`src/rtl/sshs_pkg.sv`:
```
// ----------------------------------------------------------------------------
// sshs_pkg
// Shared widths, fixed-point constants and the quarter-wave sine table for
// the sine-smoothed Heaviside datapath.
// ----------------------------------------------------------------------------
package sshs_pkg;

    localparam int FRAC_BITS   = 16;
    localparam int X_W         = 32;
    localparam int INV_W       = 32;
    localparam int SLOPE_W     = 32;
    localparam int UMAG_W      = FRAC_BITS + 1;
    localparam int PROD_W      = X_W + INV_W;
    localparam int SINE_IDX_W  = 8;
    localparam int SINE_DEPTH  = 1 << SINE_IDX_W;
    localparam int Q30         = 30;
    localparam int SINE_W      = Q30 + 1;
    localparam int HVAL_W      = Q30 + 1;
    localparam int INV_PI_W    = 29;
    localparam int SPI_W       = 29;
    localparam int TOT_W       = Q30 + 3;

    localparam logic [UMAG_W-1:0] ONE_Q     = UMAG_W'(1) << FRAC_BITS;
    localparam logic [31:0]       ONE_Q30   = 32'(1) << Q30;
    localparam logic [63:0]       HALF_PI_Q30 = 64'd1686629713;
    localparam logic [INV_PI_W-1:0] INV_PI_Q30 = INV_PI_W'(341782638);

    typedef logic [SINE_W-1:0] sine_rom_t [0:SINE_DEPTH];

    // unsigned shift-subtract quotient, table build only
    function automatic logic [63:0] div_u64(input logic [63:0] num,
                                            input logic [63:0] den);
        logic [63:0] quo;
        logic [64:0] rem;
        quo = '0;
        rem = '0;
        for (int b = 63; b >= 0; b--)
        begin
            rem = {rem[63:0], num[b]};
            if (rem >= {1'b0, den})
            begin
                rem    = rem - {1'b0, den};
                quo[b] = 1'b1;
            end
        end
        return quo;
    endfunction

    // sin(pi/2 * i / depth) in Q1.30, truncating Taylor series
    function automatic sine_rom_t build_sine_rom();
        sine_rom_t   rom;
        logic [63:0] th;
        logic [63:0] term;
        longint      sum;
        for (int i = 0; i <= SINE_DEPTH; i++)
        begin
            th   = (64'(i) * HALF_PI_Q30 + (64'(1) << (SINE_IDX_W - 1))) >> SINE_IDX_W;
            term = th;
            sum  = longint'(th);
            for (int k = 1; k <= 12; k++)
            begin
                term = (term * th) >> Q30;
                term = (term * th) >> Q30;
                term = div_u64(term, 64'(2 * k) * 64'(2 * k + 1));
                if ((k & 1) == 1)
                    sum = sum - longint'(term);
                else
                    sum = sum + longint'(term);
            end
            if (sum < 0)
                sum = 0;
            if (sum > longint'(ONE_Q30))
                sum = longint'(ONE_Q30);
            rom[i] = SINE_W'(sum);
        end
        return rom;
    endfunction

    localparam sine_rom_t SINE_ROM = build_sine_rom();

endpackage

```
`src/rtl/sshs_scale.sv`:
```
// ----------------------------------------------------------------------------
// sshs_scale
// Three stages: magnitude of x, product with the reciprocal band width,
// rescale and clamp of |u| to one.
// ----------------------------------------------------------------------------
module sshs_scale (
    input  logic                                clk,
    input  logic                                en,
    input  logic signed [sshs_pkg::X_W-1:0]     level_value,
    input  logic        [sshs_pkg::INV_W-1:0]   inv_band_width,
    output logic        [sshs_pkg::UMAG_W-1:0]  umag,
    output logic                                neg,
    output logic        [sshs_pkg::INV_W-1:0]   inv
);
    import sshs_pkg::*;

    logic [X_W-1:0]    lvl_u;
    logic [X_W-1:0]    mag_next;
    logic [X_W-1:0]    mag_a_reg;
    logic              neg_a_reg;
    logic [INV_W-1:0]  inv_a_reg;
    logic [PROD_W-1:0] prod_b_reg;
    logic              neg_b_reg;
    logic [INV_W-1:0]  inv_b_reg;
    logic [UMAG_W-1:0] umag_next;
    logic [UMAG_W-1:0] umag_c_reg;
    logic              neg_c_reg;
    logic [INV_W-1:0]  inv_c_reg;

    assign lvl_u    = level_value;
    assign mag_next = lvl_u[X_W-1] ? (~lvl_u + 1'b1) : lvl_u;

    assign umag_next = (prod_b_reg[PROD_W-1:FRAC_BITS] > (PROD_W - FRAC_BITS)'(ONE_Q))
                     ? ONE_Q : prod_b_reg[FRAC_BITS +: UMAG_W];

    always_ff @(posedge clk)
    begin
        if (en)
        begin
            mag_a_reg  <= mag_next;
            neg_a_reg  <= lvl_u[X_W-1];
            inv_a_reg  <= inv_band_width;
            prod_b_reg <= PROD_W'(mag_a_reg) * PROD_W'(inv_a_reg);
            neg_b_reg  <= neg_a_reg;
            inv_b_reg  <= inv_a_reg;
            umag_c_reg <= umag_next;
            neg_c_reg  <= neg_b_reg;
            inv_c_reg  <= inv_b_reg;
        end
    end

    assign umag = umag_c_reg;
    assign neg  = neg_c_reg;
    assign inv  = inv_c_reg;

endmodule

```
`config.mk`:
```
export PLATFORM = sky130hd
export DESIGN_NAME = sshs_scale
export DESIGN_NICKNAME = d
export VERILOG_FILES = /design/src/rtl/sshs_pkg.sv /design/src/rtl/sshs_scale.sv
export SDC_FILE = /design/constraint.sdc
export NUM_CORES = 2
export LEC_CHECK = 0
export BUFFER_PORTS_ARGS = -buffer_cell sky130_fd_sc_hd__buf_2
export CORE_AREA = 2 2 301 303
export DETAILED_ROUTE_END_ITERATION = 12
export DIE_AREA = 0 0 303 305
export PLACE_DENSITY = 0.59
export SLEW_MARGIN = 10
export SYNTH_ARGS = -nofsm -noshare
export SYNTH_HDL_FRONTEND = slang
export SYNTH_SLANG_ARGS = --single-unit
```
`constraint.sdc`:
```
create_clock -name clk -period 11.4 [get_ports clk]
set_input_delay 1.14 -clock clk [delete_from_list [all_inputs] [get_ports clk]]
set_output_delay 1.14 -clock clk [all_outputs]
set_load 0.005 [all_outputs]
```
Yosys cells after proc, flatten, opt, wreduce, memory -nomap -nowiden

Index checks and enable logic that the tools add are counted.

RAM bits: 0
Bits in latches: 0
Memories kept: 0
Output and inout port bits: 50
Bits in read-only memories: 0
Register bits after elaboration: 212

Add/subtract/negate cells: 1
Bitwise logic cells: 1
Equal/unequal tests: 0
Multiply operators: 1
Muxes and demuxes: 1
Shift-type cells: 0
Magnitude comparators: 1
Reductions and logical operators: 0
Divide/modulo/power cells: 0

Operators by type and width:

| cell                                                                    | count |
|---|---|
| 32-bit by 32-bit multiplier with 64-bit output                          | 1 |
| 48-bit by 17-bit > comparator with 1-bit output (second input constant) | 1 |
| 32-bit by 1-bit adder with 32-bit output (second input constant)        | 1 |
| 32-bit inverter                                                         | 1 |
| 31-bit two-way mux                                                      | 1 |

Depth between registers and ports, before layout

Depth after elaboration: 3
Mapped depth: 28
Depth with buffers taken out: 27

Worst setup path after synthesis

OpenSTA, ideal clock, no wires.

Kind: register -> register
Start point: register mag_a_reg[16]
End point: register prod_b_reg[49], data pin
Period minus slack after synthesis: 7.575 ns
Data required time: 11.144 ns
Path slack: 3.825 ns
Cell stages (with the launch flop): 26
Data arrival time: 7.319 ns
Path through: edfxtp_1 > clkbuf_1 > and2_1 > fa_1 > fa_1 > inv_1 > fa_1 > fa_1 > fa_1 > inv_1 > fa_1 > fa_1 > inv_1 > fa_1 > inv_1 > ha_1 > clkbuf_1 > a21oi_1 > a21oi_1 > a211o_1 > o31ai_1 > a211oi_1 > a211oi_1 > o21ai_0 > a2111o_1 > o211a_1

Cells in the longest elaborated chain, start to end: 1

Ends and longest elaborated chain:

| what                                           | RTL line         | text |
|---|---|---|
| start, declared                                | sshs_scale.sv:19 | `logic [X_W-1:0] mag_a_reg;` |
| start signal, assigned                         | sshs_scale.sv:40 | `mag_a_reg <= mag_next;` |
| 32-bit by 32-bit multiplier with 64-bit output | sshs_scale.sv:43 | `prod_b_reg <= PROD_W'(mag_a_reg) * PROD_W'(inv_a_reg);` |
| end signal, assigned                           | sshs_scale.sv:43 |  |
| end, declared                                  | sshs_scale.sv:22 | `logic [PROD_W-1:0] prod_b_reg;` |

No other way between the ends.
A chain may end at the register's enable or synchronous reset.

Worst setup path in the final report

Start point: register inv_a_reg[11]
End point: register prod_b_reg[49], data pin

Cells in the longest elaborated chain, start to end: 1

Ends and longest elaborated chain:

| what                                           | RTL line         | text |
|---|---|---|
| start, declared                                | sshs_scale.sv:21 | `logic [INV_W-1:0] inv_a_reg;` |
| start signal, assigned                         | sshs_scale.sv:42 | `inv_a_reg <= inv_band_width;` |
| 32-bit by 32-bit multiplier with 64-bit output | sshs_scale.sv:43 |  |

No other way between the ends.

==> results.yml <==
run_status:
  outcome: "complete, but fails checks"
  violations: "design-rule violations"
worst_setup_path:
  cp_top_family: "adder cells"
  critical_path.max_fanout: 17
  crit_buf_inv: 5
  crit_top_cell: "fa_1"
  crit_path_end_kind: "register"
  cpPeakStageDelay_ns: 1.04
  reg2reg_depth: 24
  cp-start-kind: "register"
  cpMaxStageDelayCell: "edfxtp_1"
  worstPathRequired_ns: 11.68
  cp.arrival_ns: 9.03
  path_depth: 24
  worstSetupPathType: "reg2reg"
  cp_cell_sequence: "buf_4, and2_1, fa_1, fa_1, inv_1, fa_1, fa_1, fa_1, inv_1, fa_1, fa_1, inv_1, fa_1, inv_1, ha_1, a21oi_1, a21oi_1, a211o_1, o31ai_1, a211oi_1, a211oi_1, o21ai_0, a2111o_1, o211a_1"
detailed_routing:
  wl_per_cell_microns: 20.9
  antenna_left: 0
  drc: 8
  drt-total-wl_microns: 108000
  drtIter0Drc: 1589
  drt-vias-per-instance: 5.20
  dr_total_vias: 26900
  dr.pass1.iters: 9
final_layout:
  utilization_pct: 47.2
  syn_to_final_growth_pct: 5.96
  nFillCells: 8428
  layout.nets: 5202
  final_area_sq_um: 42200
  final-seq-area_sq_um: 5890
  multi_input_area_sq_um: 29700
  largest_reg_flops: 48
  drive_gt1_share_pct: 5.79
sta:
  setup_viol: 0
  max_slew_margin_pct: 29.3
  hold_viol_final: 0
  skew_ns: 0.0205
  rsz0062_at_grt: "false"
  slew_violations: 0
  period_share_pct: 76.8
  fmax_mhz: 114
  period_minus_slack_ns: 8.76
  tightest_slew_ns: 1.06
  fin_setup_tns_ns: 0
die:
  start_util_pct: 44.6
  die_x_microns: 303
  die_h_microns: 305
  core-area_sq_um: 89300
  die_area_sq_um: 92400
  rows: 110
  num_io_pins: 116
yosys:
  synth_most_common_cell: "inv_1"
  syn_area_sq_um: 39800
  synth_flop_cell: "edfxtp_1"
  async_flop_share_pct: 0
  syn-instance-count: 3996
  synth_cell_types: 60
  yosysWarnings: 0
  synth_edf_count: 196
  syn_nets: 5218
  yosys-top-cells-area: "fa_1, edfxtp_1, and2_1, inv_1, ha_1"
  yosysTopAreaCell: "fa_1"
  synth.top_cell.area_share_pct: 45.0
  synth_seq_area_share_pct: 14.8
  synth_commonest_cells: "inv_1, fa_1, and2_1"
  ys_ff_latch: 196
  syn_area_per_cell_sq_um: 9.96
clock_tree:
  clk_pin_slew_ns: 0.09
  hold_buffers: 0
  cts_tree: "done"
  cts_setup_buffers: 0
  cts_max_level: 4
  clock_latency_ns: 0.52
  postCtsResizedCells: 0
  clockRootBuffer: "clkbuf_16"
  cts_buffer_depth: 2
  cts_buffers: 17
  clock-sinks: 196
global_route:
  track_usage_pct: 24.7
  antenna_found_initial: 0
  overflow: 0
  grt_pass1_wl_microns: 172000
  grt_pass1_vias: 29600
  grt_max_degree: 76
placement:
  place_area_sq_um: 41600
  dpl.hpwl_microns: 84800
  gp_congestion: 0.927
  port-buffer-count: 115
hold_path:
  hp-class: "reg2reg"
  whs_path_depth: 0
flow_run:
  maxCapViolCount: 0
-- final cells by class --
class	instances	area share [%]
multi-input cells	2682	70.5
clock buffers	17	1.01
flip-flops and latches	196	14.0
inverters	900	8.01
clock inverters	15	0.466
diodes	1	0.00593
well taps	1176	3.49
repair buffers	183	2.59
-- logic make-up (layout without fill, tap and decap cells) --
kind of cell | count (synthesis) | count (layout) | share of synthesized area [%]
other | 0 | 1 | 0
and+or+nand+nor | 1234 | 1234 | 16.2
adders and majority gates | 1156 | 1156 | 53.2
DFF | 196 | 196 | 14.8
xor gates and xnor gates | 78 | 78 | 1.72
buffers and inverters | 1118 | 1115 | 10.5
AOI/OAI and AO/OA | 214 | 214 | 3.57
-- metal layers --
layer | up-vias | track usage (%) | routed length, microns | share of wire (%)
met2 | 705 | 41.0 | 53200 | 49
met1 | 14200 | 32.5 | 44600 | 41
met4 | 0 | 8.78 | 3880 | 3.6
met3 | 139 | 4.37 | 6560 | 6.1
li1 | 11800 | - | - | -
met5 | - | 0 | 0 | 0
-- cells in the final DEF (no fill, tap or decap), drive strengths merged, types with 38 or more instances in the layout --
| master | n |
|---|---|
| inv | 908 |
| fa | 895 |
| and2 | 618 |
| nand2 | 485 |
| ha | 261 |
| edfxtp | 196 |
| buf | 182 |
| a21oi | 68 |
| xnor2 | 59 |
| o21ai | 38 |
-- metrics by stage --
step	std cells	hold WS [ns]	setup WS, ns
final	5170	0.412	2.64
after CTS	5169	0.414	2.67
after floorplan	3996	0.400	3.83
after global routing	5169	0.428	2.08
after detailed placement	5137	0.405	2.70
after global placement	5137	0.401	2.78
-- worst register-to-register path: cells and delay by family (launching register included) --
family,cells,cell delay (ns)
DFF,1,1.04
buffers and inverters,5,0.60
AOI/OAI and AO/OA,9,2.42
adders and majority gates,9,4.28
and+or+nand+nor,1,0.19
-- final timing paths --
check	startpoint	slack (ns)	to
worst max-delay path	inv_a_reg[11]	2.64	prod_b_reg[49]
worst min-delay path	inv_b_reg[5]	0.41	inv[5]
worst max register to register	inv_a_reg[11]	2.64	prod_b_reg[49]
worst min register to register	inv_b_reg[5]	0.41	inv[5]
Power is left out: the tool's default activity adds up to more than one toggle a clock period on the data nets, which glitch-free logic cannot reach.
