<file path="src/rtl/sshs_pkg.sv">
// ----------------------------------------------------------------------------
// sshs_pkg
// Shared widths, fixed-point constants and the quarter-wave sine table for
// the sine-smoothed Heaviside datapath.
// ----------------------------------------------------------------------------
package sshs_pkg;

    localparam int FRAC_BITS   = 16;
    localparam int X_W         = 32;
    localparam int INV_W       = 32;
    localparam int SLOPE_W     = 32;
    localparam int UMAG_W      = FRAC_BITS + 1;
    localparam int PROD_W      = X_W + INV_W;
    localparam int SINE_IDX_W  = 8;
    localparam int SINE_DEPTH  = 1 << SINE_IDX_W;
    localparam int Q30         = 30;
    localparam int SINE_W      = Q30 + 1;
    localparam int HVAL_W      = Q30 + 1;
    localparam int INV_PI_W    = 29;
    localparam int SPI_W       = 29;
    localparam int TOT_W       = Q30 + 3;

    localparam logic [UMAG_W-1:0] ONE_Q     = UMAG_W'(1) << FRAC_BITS;
    localparam logic [31:0]       ONE_Q30   = 32'(1) << Q30;
    localparam logic [63:0]       HALF_PI_Q30 = 64'd1686629713;
    localparam logic [INV_PI_W-1:0] INV_PI_Q30 = INV_PI_W'(341782638);

    typedef logic [SINE_W-1:0] sine_rom_t [0:SINE_DEPTH];

    // unsigned shift-subtract quotient, table build only
    function automatic logic [63:0] div_u64(input logic [63:0] num,
                                            input logic [63:0] den);
        logic [63:0] quo;
        logic [64:0] rem;
        quo = '0;
        rem = '0;
        for (int b = 63; b >= 0; b--)
        begin
            rem = {rem[63:0], num[b]};
            if (rem >= {1'b0, den})
            begin
                rem    = rem - {1'b0, den};
                quo[b] = 1'b1;
            end
        end
        return quo;
    endfunction

    // sin(pi/2 * i / depth) in Q1.30, truncating Taylor series
    function automatic sine_rom_t build_sine_rom();
        sine_rom_t   rom;
        logic [63:0] th;
        logic [63:0] term;
        longint      sum;
        for (int i = 0; i <= SINE_DEPTH; i++)
        begin
            th   = (64'(i) * HALF_PI_Q30 + (64'(1) << (SINE_IDX_W - 1))) >> SINE_IDX_W;
            term = th;
            sum  = longint'(th);
            for (int k = 1; k <= 12; k++)
            begin
                term = (term * th) >> Q30;
                term = (term * th) >> Q30;
                term = div_u64(term, 64'(2 * k) * 64'(2 * k + 1));
                if ((k & 1) == 1)
                    sum = sum - longint'(term);
                else
                    sum = sum + longint'(term);
            end
            if (sum < 0)
                sum = 0;
            if (sum > longint'(ONE_Q30))
                sum = longint'(ONE_Q30);
            rom[i] = SINE_W'(sum);
        end
        return rom;
    endfunction

    localparam sine_rom_t SINE_ROM = build_sine_rom();

endpackage

</file>
<file path="src/rtl/sshs_shape.sv">
// ----------------------------------------------------------------------------
// sshs_shape
// Three stages: sin/pi and half-raised cosine, then the step value and the
// slope product, then slope rounding and saturation into the output register.
// ----------------------------------------------------------------------------
module sshs_shape (
    input  logic                                clk,
    input  logic                                en,
    input  logic [sshs_pkg::SINE_W-1:0]         smag,
    input  logic [sshs_pkg::SINE_W-1:0]         cmag,
    input  logic                                cneg,
    input  logic [sshs_pkg::UMAG_W-1:0]         umag,
    input  logic                                neg,
    input  logic [sshs_pkg::INV_W-1:0]          inv,
    output logic [sshs_pkg::UMAG_W-1:0]         step_value,
    output logic [sshs_pkg::SLOPE_W-1:0]        step_slope
);
    import sshs_pkg::*;

    localparam int SPROD_W = SINE_W + INV_PI_W;
    localparam int HPROD_W = HVAL_W + INV_W;
    localparam int USH     = Q30 - FRAC_BITS;
    localparam int VSH     = Q30 + 1 - FRAC_BITS;
    localparam int VRAW_W  = TOT_W - VSH;

    logic [SPROD_W-1:0] sprod;
    logic [31:0]        h_sum;
    logic [SPI_W-1:0]   spi_f_reg;
    logic [HVAL_W-1:0]  hval_f_reg;
    logic [UMAG_W-1:0]  umag_f_reg;
    logic               neg_f_reg;
    logic [INV_W-1:0]   inv_f_reg;

    logic [TOT_W-1:0]   u30;
    logic [TOT_W-1:0]   mag_sum;
    logic [TOT_W-1:0]   total;
    logic [TOT_W-1:0]   rnd;
    logic [VRAW_W-1:0]  vraw;
    logic [UMAG_W-1:0]  value_next;
    logic [UMAG_W-1:0]  value_g_reg;
    logic [HPROD_W-1:0] hprod_g_reg;

    logic [63:0]        slope_sum;
    logic [63-Q30:0]    slope_raw;
    logic [UMAG_W-1:0]  step_value_reg;
    logic [SLOPE_W-1:0] step_slope_reg;

    assign sprod = SPROD_W'(smag) * SPROD_W'(INV_PI_Q30);
    assign h_sum = cneg ? (ONE_Q30 - 32'(cmag)) : (ONE_Q30 + 32'(cmag));

    assign u30     = TOT_W'(umag_f_reg) << USH;
    assign mag_sum = u30 + TOT_W'(spi_f_reg);
    always_comb
    begin
        if (!neg_f_reg)
            total = TOT_W'(ONE_Q30) + mag_sum;
        else if (TOT_W'(ONE_Q30) >= mag_sum)
            total = TOT_W'(ONE_Q30) - mag_sum;
        else
            total = '0;
    end
    assign rnd        = total + (TOT_W'(1) << USH);
    assign vraw       = rnd[TOT_W-1:VSH];
    assign value_next = (vraw > VRAW_W'(ONE_Q)) ? ONE_Q : vraw[UMAG_W-1:0];

    assign slope_sum = 64'(hprod_g_reg) + (64'(1) << (Q30 - 1));
    assign slope_raw = slope_sum[63:Q30];

    always_ff @(posedge clk)
    begin
        if (en)
        begin
            spi_f_reg      <= sprod[Q30 +: SPI_W];
            hval_f_reg     <= h_sum[HVAL_W:1];
            umag_f_reg     <= umag;
            neg_f_reg      <= neg;
            inv_f_reg      <= inv;
            value_g_reg    <= value_next;
            hprod_g_reg    <= HPROD_W'(hval_f_reg) * HPROD_W'(inv_f_reg);
            step_value_reg <= value_g_reg;
            step_slope_reg <= (|slope_raw[63-Q30:SLOPE_W]) ? '1 : slope_raw[SLOPE_W-1:0];
        end
    end

    assign step_value = step_value_reg;
    assign step_slope = step_slope_reg;

endmodule
</file>
<file path="config.mk">
export PLATFORM = sky130hd
export DESIGN_NAME = sshs_shape
export DESIGN_NICKNAME = d
export VERILOG_FILES = /design/src/rtl/sshs_pkg.sv /design/src/rtl/sshs_shape.sv
export SDC_FILE = /design/constraint.sdc
export NUM_CORES = 2
export LEC_CHECK = 0
export ABC_AREA = 1
export BUFFER_PORTS_ARGS = -buffer_cell sky130_fd_sc_hd__buf_4
export CORE_MARGIN = 4
export CORE_UTILIZATION = 50
export CTS_CLUSTER_DIAMETER = 50
export DETAILED_ROUTE_END_ITERATION = 8
export GPL_ROUTABILITY_DRIVEN = 0
export GPL_TIMING_DRIVEN = 0
export HOLD_SLACK_MARGIN = 0.03
export PLACE_DENSITY = 0.69
export SYNTH_ARGS = -nofsm -noshare
export SYNTH_HDL_FRONTEND = slang
export SYNTH_SLANG_ARGS = --single-unit
</file>
<file path="constraint.sdc">
create_clock -name clk -period 6.9 [get_ports clk]
set_clock_uncertainty 0.2 [all_clocks]
set_input_delay 0.345 -clock clk [delete_from_list [all_inputs] [get_ports clk]]
set_output_delay 0.345 -clock clk [all_outputs]
set_load 0.1 [all_outputs]
</file>
# == After elaboration in Yosys (flattened, before gate mapping) ==
# Index checks and enable logic that the tools add are counted.
# word_totals
reg_bits,239
latch_bits,0
ram_bits,0
mem_bits_ro,0
in_bits,115
word_cells,24
mem_count,0
# classes
n_addsub,7
mul,2
n_div,0
order_cmp,2
eq_ne,0
shifts,0
mux,3
n_bitwise,0
reduce_logical,1
# ops
op,count
$mux W33,2
$add A63 B30 Y64 const B,1
$mul A31 B32 Y63,1
$mul A31 B28 Y58 const B,1
$add A31 B32 Y33 const A,1
$add A33 B15 Y33 const B,1
$sub A31 B32 Y33 const A,1
$add A31 B29 Y32,1
$add A31 B31 Y32 const A,1
$ge A31 B32 Y1 const A,1
$mux W32,1
$sub A31 B31 Y32 const A,1
$gt A18 B17 Y1 const B,1
$reduce_or A2 Y1,1

# == Longest topological paths before layout ==
# depth
depth_word,6
depth_mapped,35
depth_no_buf,34

# == Least setup slack after synthesis ==
# Ideal clock, no wire load.
# synth_path
path_kind,register to register
start,register hval_f_reg[16]
end,register hprod_g_reg[57] (data pin)
setup_time_ns,0.259
arrival_ns,6.678
path_slack_ns,-0.237
stages_incl_launch_ff,25
n_path_buf,1
synth_period_minus_slack_ns,7.137
cell_sequence,edfxtp_1 -> clkbuf_1 -> nand2_1 -> inv_1 -> fa_1 -> inv_1 -> fa_1 -> inv_1 -> fa_1 -> inv_1 -> fa_1 -> inv_1 -> fa_1 -> fa_1 -> fa_1 -> fa_1 -> ha_1 -> nand2_1 -> nor4_1 -> nand4_1 -> o21ai_0 -> a21oi_1 -> o21ai_0 -> a41oi_1 -> xnor2_1
# synth_via
elab_chain_cells,1
# synth_rtl
item,line_no,source
start: declaration,sshs_shape.sv:29,logic [HVAL_W-1:0] hval_f_reg;
start signal: assignment,sshs_shape.sv:74,hval_f_reg <= h_sum[HVAL_W:1];
$mul A31 B32 Y63,sshs_shape.sv:79,hprod_g_reg <= HPROD_W'(hval_f_reg) * HPROD_W'(inv_f_reg);
end signal: assignment,sshs_shape.sv:79,
end: declaration,sshs_shape.sv:41,logic [HPROD_W-1:0] hprod_g_reg;
# Every way passes these cells.
# A chain may end at the register's enable or synchronous reset.

# == Worst setup path after layout ==
# layout_path
start,register inv_f_reg[20]
end,register hprod_g_reg[56] (data pin)
# layout_via
elab_chain_cells,1
# layout_rtl
item,line_no,source
start: declaration,sshs_shape.sv:32,logic [INV_W-1:0] inv_f_reg;
start signal: assignment,sshs_shape.sv:77,inv_f_reg <= inv;
$mul A31 B32 Y63,sshs_shape.sv:79,
# Every way passes these cells.

==> summary.md <==
| Metric | Value |
|---|---|
| Total number of vias | roughly 47000 |
| Most frequent cells in the layout | inv_1, nand2_1, fa_1 |
| Htree depth | 1 |
| Fmax | ~0.13 GHz |
| Sink Count | 210 |
| Total global-route track usage | 0.312 |
| RR Endpoint | hprod_g_reg[56] |
| Critical path's top delay family | adder cells |
| Worst-path fanout max | 10 |
| Number of DRC markers in iteration 0 | ~4700 |
| # IOs | between 150 and 200 |
| Worst R2R Start | inv_f_reg[20] |
| First-pass GRT wire length | between 200 and 300 mm |
| Post-Syn Nets | about 8500 |
| Hold Startpoint | cneg |
| Layout cells sized above 1 | 0.119 |
| Mapped Cells | around 6600 |
| CTS Buf Count | 29 |
| RSZ-0062 raised after global routing | yes |
| Largest net degree at the start of global routing | 80 |
| Status | finished, violations left |
| Crit path time final | between 7 and 8 ns |
| Slowest CP cell | fa_2 |
| Max-cap violation count | 0 |
| Synthesized cell area | 0.0573 mm2 |
| Worst-Margin Slew | 1.03 ns |
| R2r setup slk | -0.95 ns |
| Slew Viols, Final | 0 |
| Final setup margin | -0.946 ns |
| Worst Path Arrival | between 7 and 8 ns |
| Pre-Repair DR Iteration Count | 9 |
| Avg Cell Area, Syn | 8.64 um2 |
| Worst Path Required | 7.03 ns |
| Vias per std cell | 5.44 |
| Vias in the first global route | ~50000 |
| Most common cell on crit path | fa_1 |
| Final Hold Fails | 0 |
| Multi-input gate area | between 0.04 and 0.05 mm2 |
| Hold Crit Class | in2reg |
| Core area | around 0.11 mm2 |
| Die area | between 0.1 and 0.15 mm2 |
| Type of origin of the critical path | flip-flop |
| Die height | ~350 um |
| Crit end category | flip-flop |
| Hold Crit Depth | 4 |
| Crit path kind | reg2reg |
| Setup WS pre-CTS | -1.96 ns |
| Fillers | roughly 9400 |
| Commonest non-fill, non-tap cell in the layout | inv_1 |
| DP HPWL | 148 mm |
| CTS root buffer | clkbuf_16 |
| Skew-Pair Late Insertion Delay | between 0.6 and 0.7 ns |
| FP Rows | 123 |
| Max reg flops | 34 |
| Reg2reg path depth | 28 |
| DRC viols | 131 |
| Ys Warns | 0 |
| Die Wd | 346 um |
| PortBufs | approximately 160 |
| Overflow after GRT | 0 |
| Failing checks | design-rule violations, negative setup slack |
| Slew headroom | 0.312 |
| Flip-flop and latch area | about 0.0063 mm2 |
| FF+latch count, synth | 210 |
| ANT nets after route | 0 |
| Drt wl/cell | 22.2 um |
| TritonCTS clock tree | done |
| Final setup violating endpoints | 34 |
| Post-route cell area | around 0.067 mm2 |
| DRT Wirelength | roughly 190 mm |
| Placed cell area | just over 0.06 mm2 |
| Initial antenna violation count | 18 |
| Largest stage delay, worst path | between 0.6 and 0.7 ns |
| Register area share after synthesis | 0.110 |
| Longest Clk Path Bufs | 3 |
| Area delta synth->final | 16.5% |
| Clk pin slew, worst setup/hold paths | 0.06 ns |
| Fin nets | 9049 |
| Initial Util | 0.506 |
| Post-Route Setup TNS | -23.42 ns |
| Hold EP | hval_f_reg[16] |
| Number of unique standard cell types used by synthesis | 57 |
| Final period util | 1.14 |
| Bufs and invs on worst path | 5 |
[repair_timing]
| action | CTS | global route |
|---|---|---|
| hold buffers | 92 | 0 |
| endpoints found under the setup margin | 34 | 35 |
| endpoints found under the hold margin | 138 | 0 |
| gates cloned | 2 | 1 |
| setup buffers | 131 | 87 |
| gates resized for setup | 534 | 259 |
| pin swaps | 29 | 95 |
[layer usage]
metal	wire length (um)	global-route usage
met5	249	0.0110
met3	24700	0.101
met2	84500	0.488
met4	17700	0.203
met1	64700	0.372
[cell families after synthesis]
| logic type | after synthesis | synth area share |
|---|---|---|
| xor+xnor | 140 | 0.0214 |
| buf+inv | 2277 | 0.150 |
| simple gates | 1843 | 0.129 |
| fa+ha+maj | 1808 | 0.554 |
| compound gates | 348 | 0.0348 |
| flops | 210 | 0.110 |
[cells in the mapped netlist, drive strengths merged]
cell type	count	area, um2
fa	1215	24300
or2	9	56.3
a31oi	43	269
ha	593	7420
and3	1	6.26
a21o	6	45.0
nand3	93	510
o211a	1	10.0
and2	5	31.3
nor2	228	923
edfxtp	210	6310
xnor2	53	464
inv	2076	7790
a41oi	1	8.76
o221ai	3	26.3
xor2	87	762
a21oi	171	882
o31ai	5	37.5
o22ai	1	6.26
a211oi	1	7.51
a21boi	4	30.0
nand3b	8	60.1
o221a	1	11.3
nor4b	1	8.76
o41ai	2	17.5
a31o	1	8.76
o311a	1	10.0
o211ai	9	67.6
o21bai	6	45.0
a2111oi	1	8.76
nor3	23	125
nand4	29	196
o21a	10	75.1
buf	12	75.1
a22oi	1	7.51
nand2	1429	5380
clkbuf	189	709
a221oi	2	17.5
or4	1	7.51
nor3b	3	22.5
o2111ai	3	26.3
o21ai	75	375
nor4	13	81.3
[through the flow]
stage	utilization	std cells	hold slack [ns]
floorplan	-	6626	0.200
global placement	0.534	8288	0.205
detailed placement	0.535	8290	0.205
CTS	0.578	8568	0.0742
global route	0.590	8654	0.199
finish	0.590	8663	0.130
[worst register-to-register path: cells and delay by family, from the launching register on]
family | cells | cell delay (ns)
buffers and inverters | 5 | 0.52
AO/OA/AOI/OAI | 8 | 1.15
AND/OR/NAND/NOR | 5 | 0.51
adder cells (fa/ha/maj) | 9 | 4.55
flip-flops | 1 | 0.47
XOR/XNOR | 1 | 0.12
[worst max path at each step]
stage,from,end,slack [ns],cells past startpoint
after floorplan,inv_f_reg[25],hprod_g_reg[58],0.0008,29
after global placement,hval_f_reg[22],hprod_g_reg[58],-1.91,28
after detailed placement,hval_f_reg[22],hprod_g_reg[58],-1.96,28
after CTS,hval_f_reg[5],hprod_g_reg[60],-0.69,31
after global routing,inv_f_reg[20],hprod_g_reg[60],-1.02,28
final,inv_f_reg[20],hprod_g_reg[56],-0.95,28
[layout make-up]
class,count,area share
Tap cell,1500,0.0281
Sequential cell,210,0.0945
Clock buffer,34,0.0112
Multi-Input combinational cell,4139,0.649
Inverter,2076,0.117
Clock inverter,20,0.00377
Buffer,194,0.0343
Timing Repair Buffer,476,0.0621
Antenna cell,14,0.000525
Power is left out: the tool's default activity adds up to more than one toggle a clock period on the data nets, which glitch-free logic cannot reach.
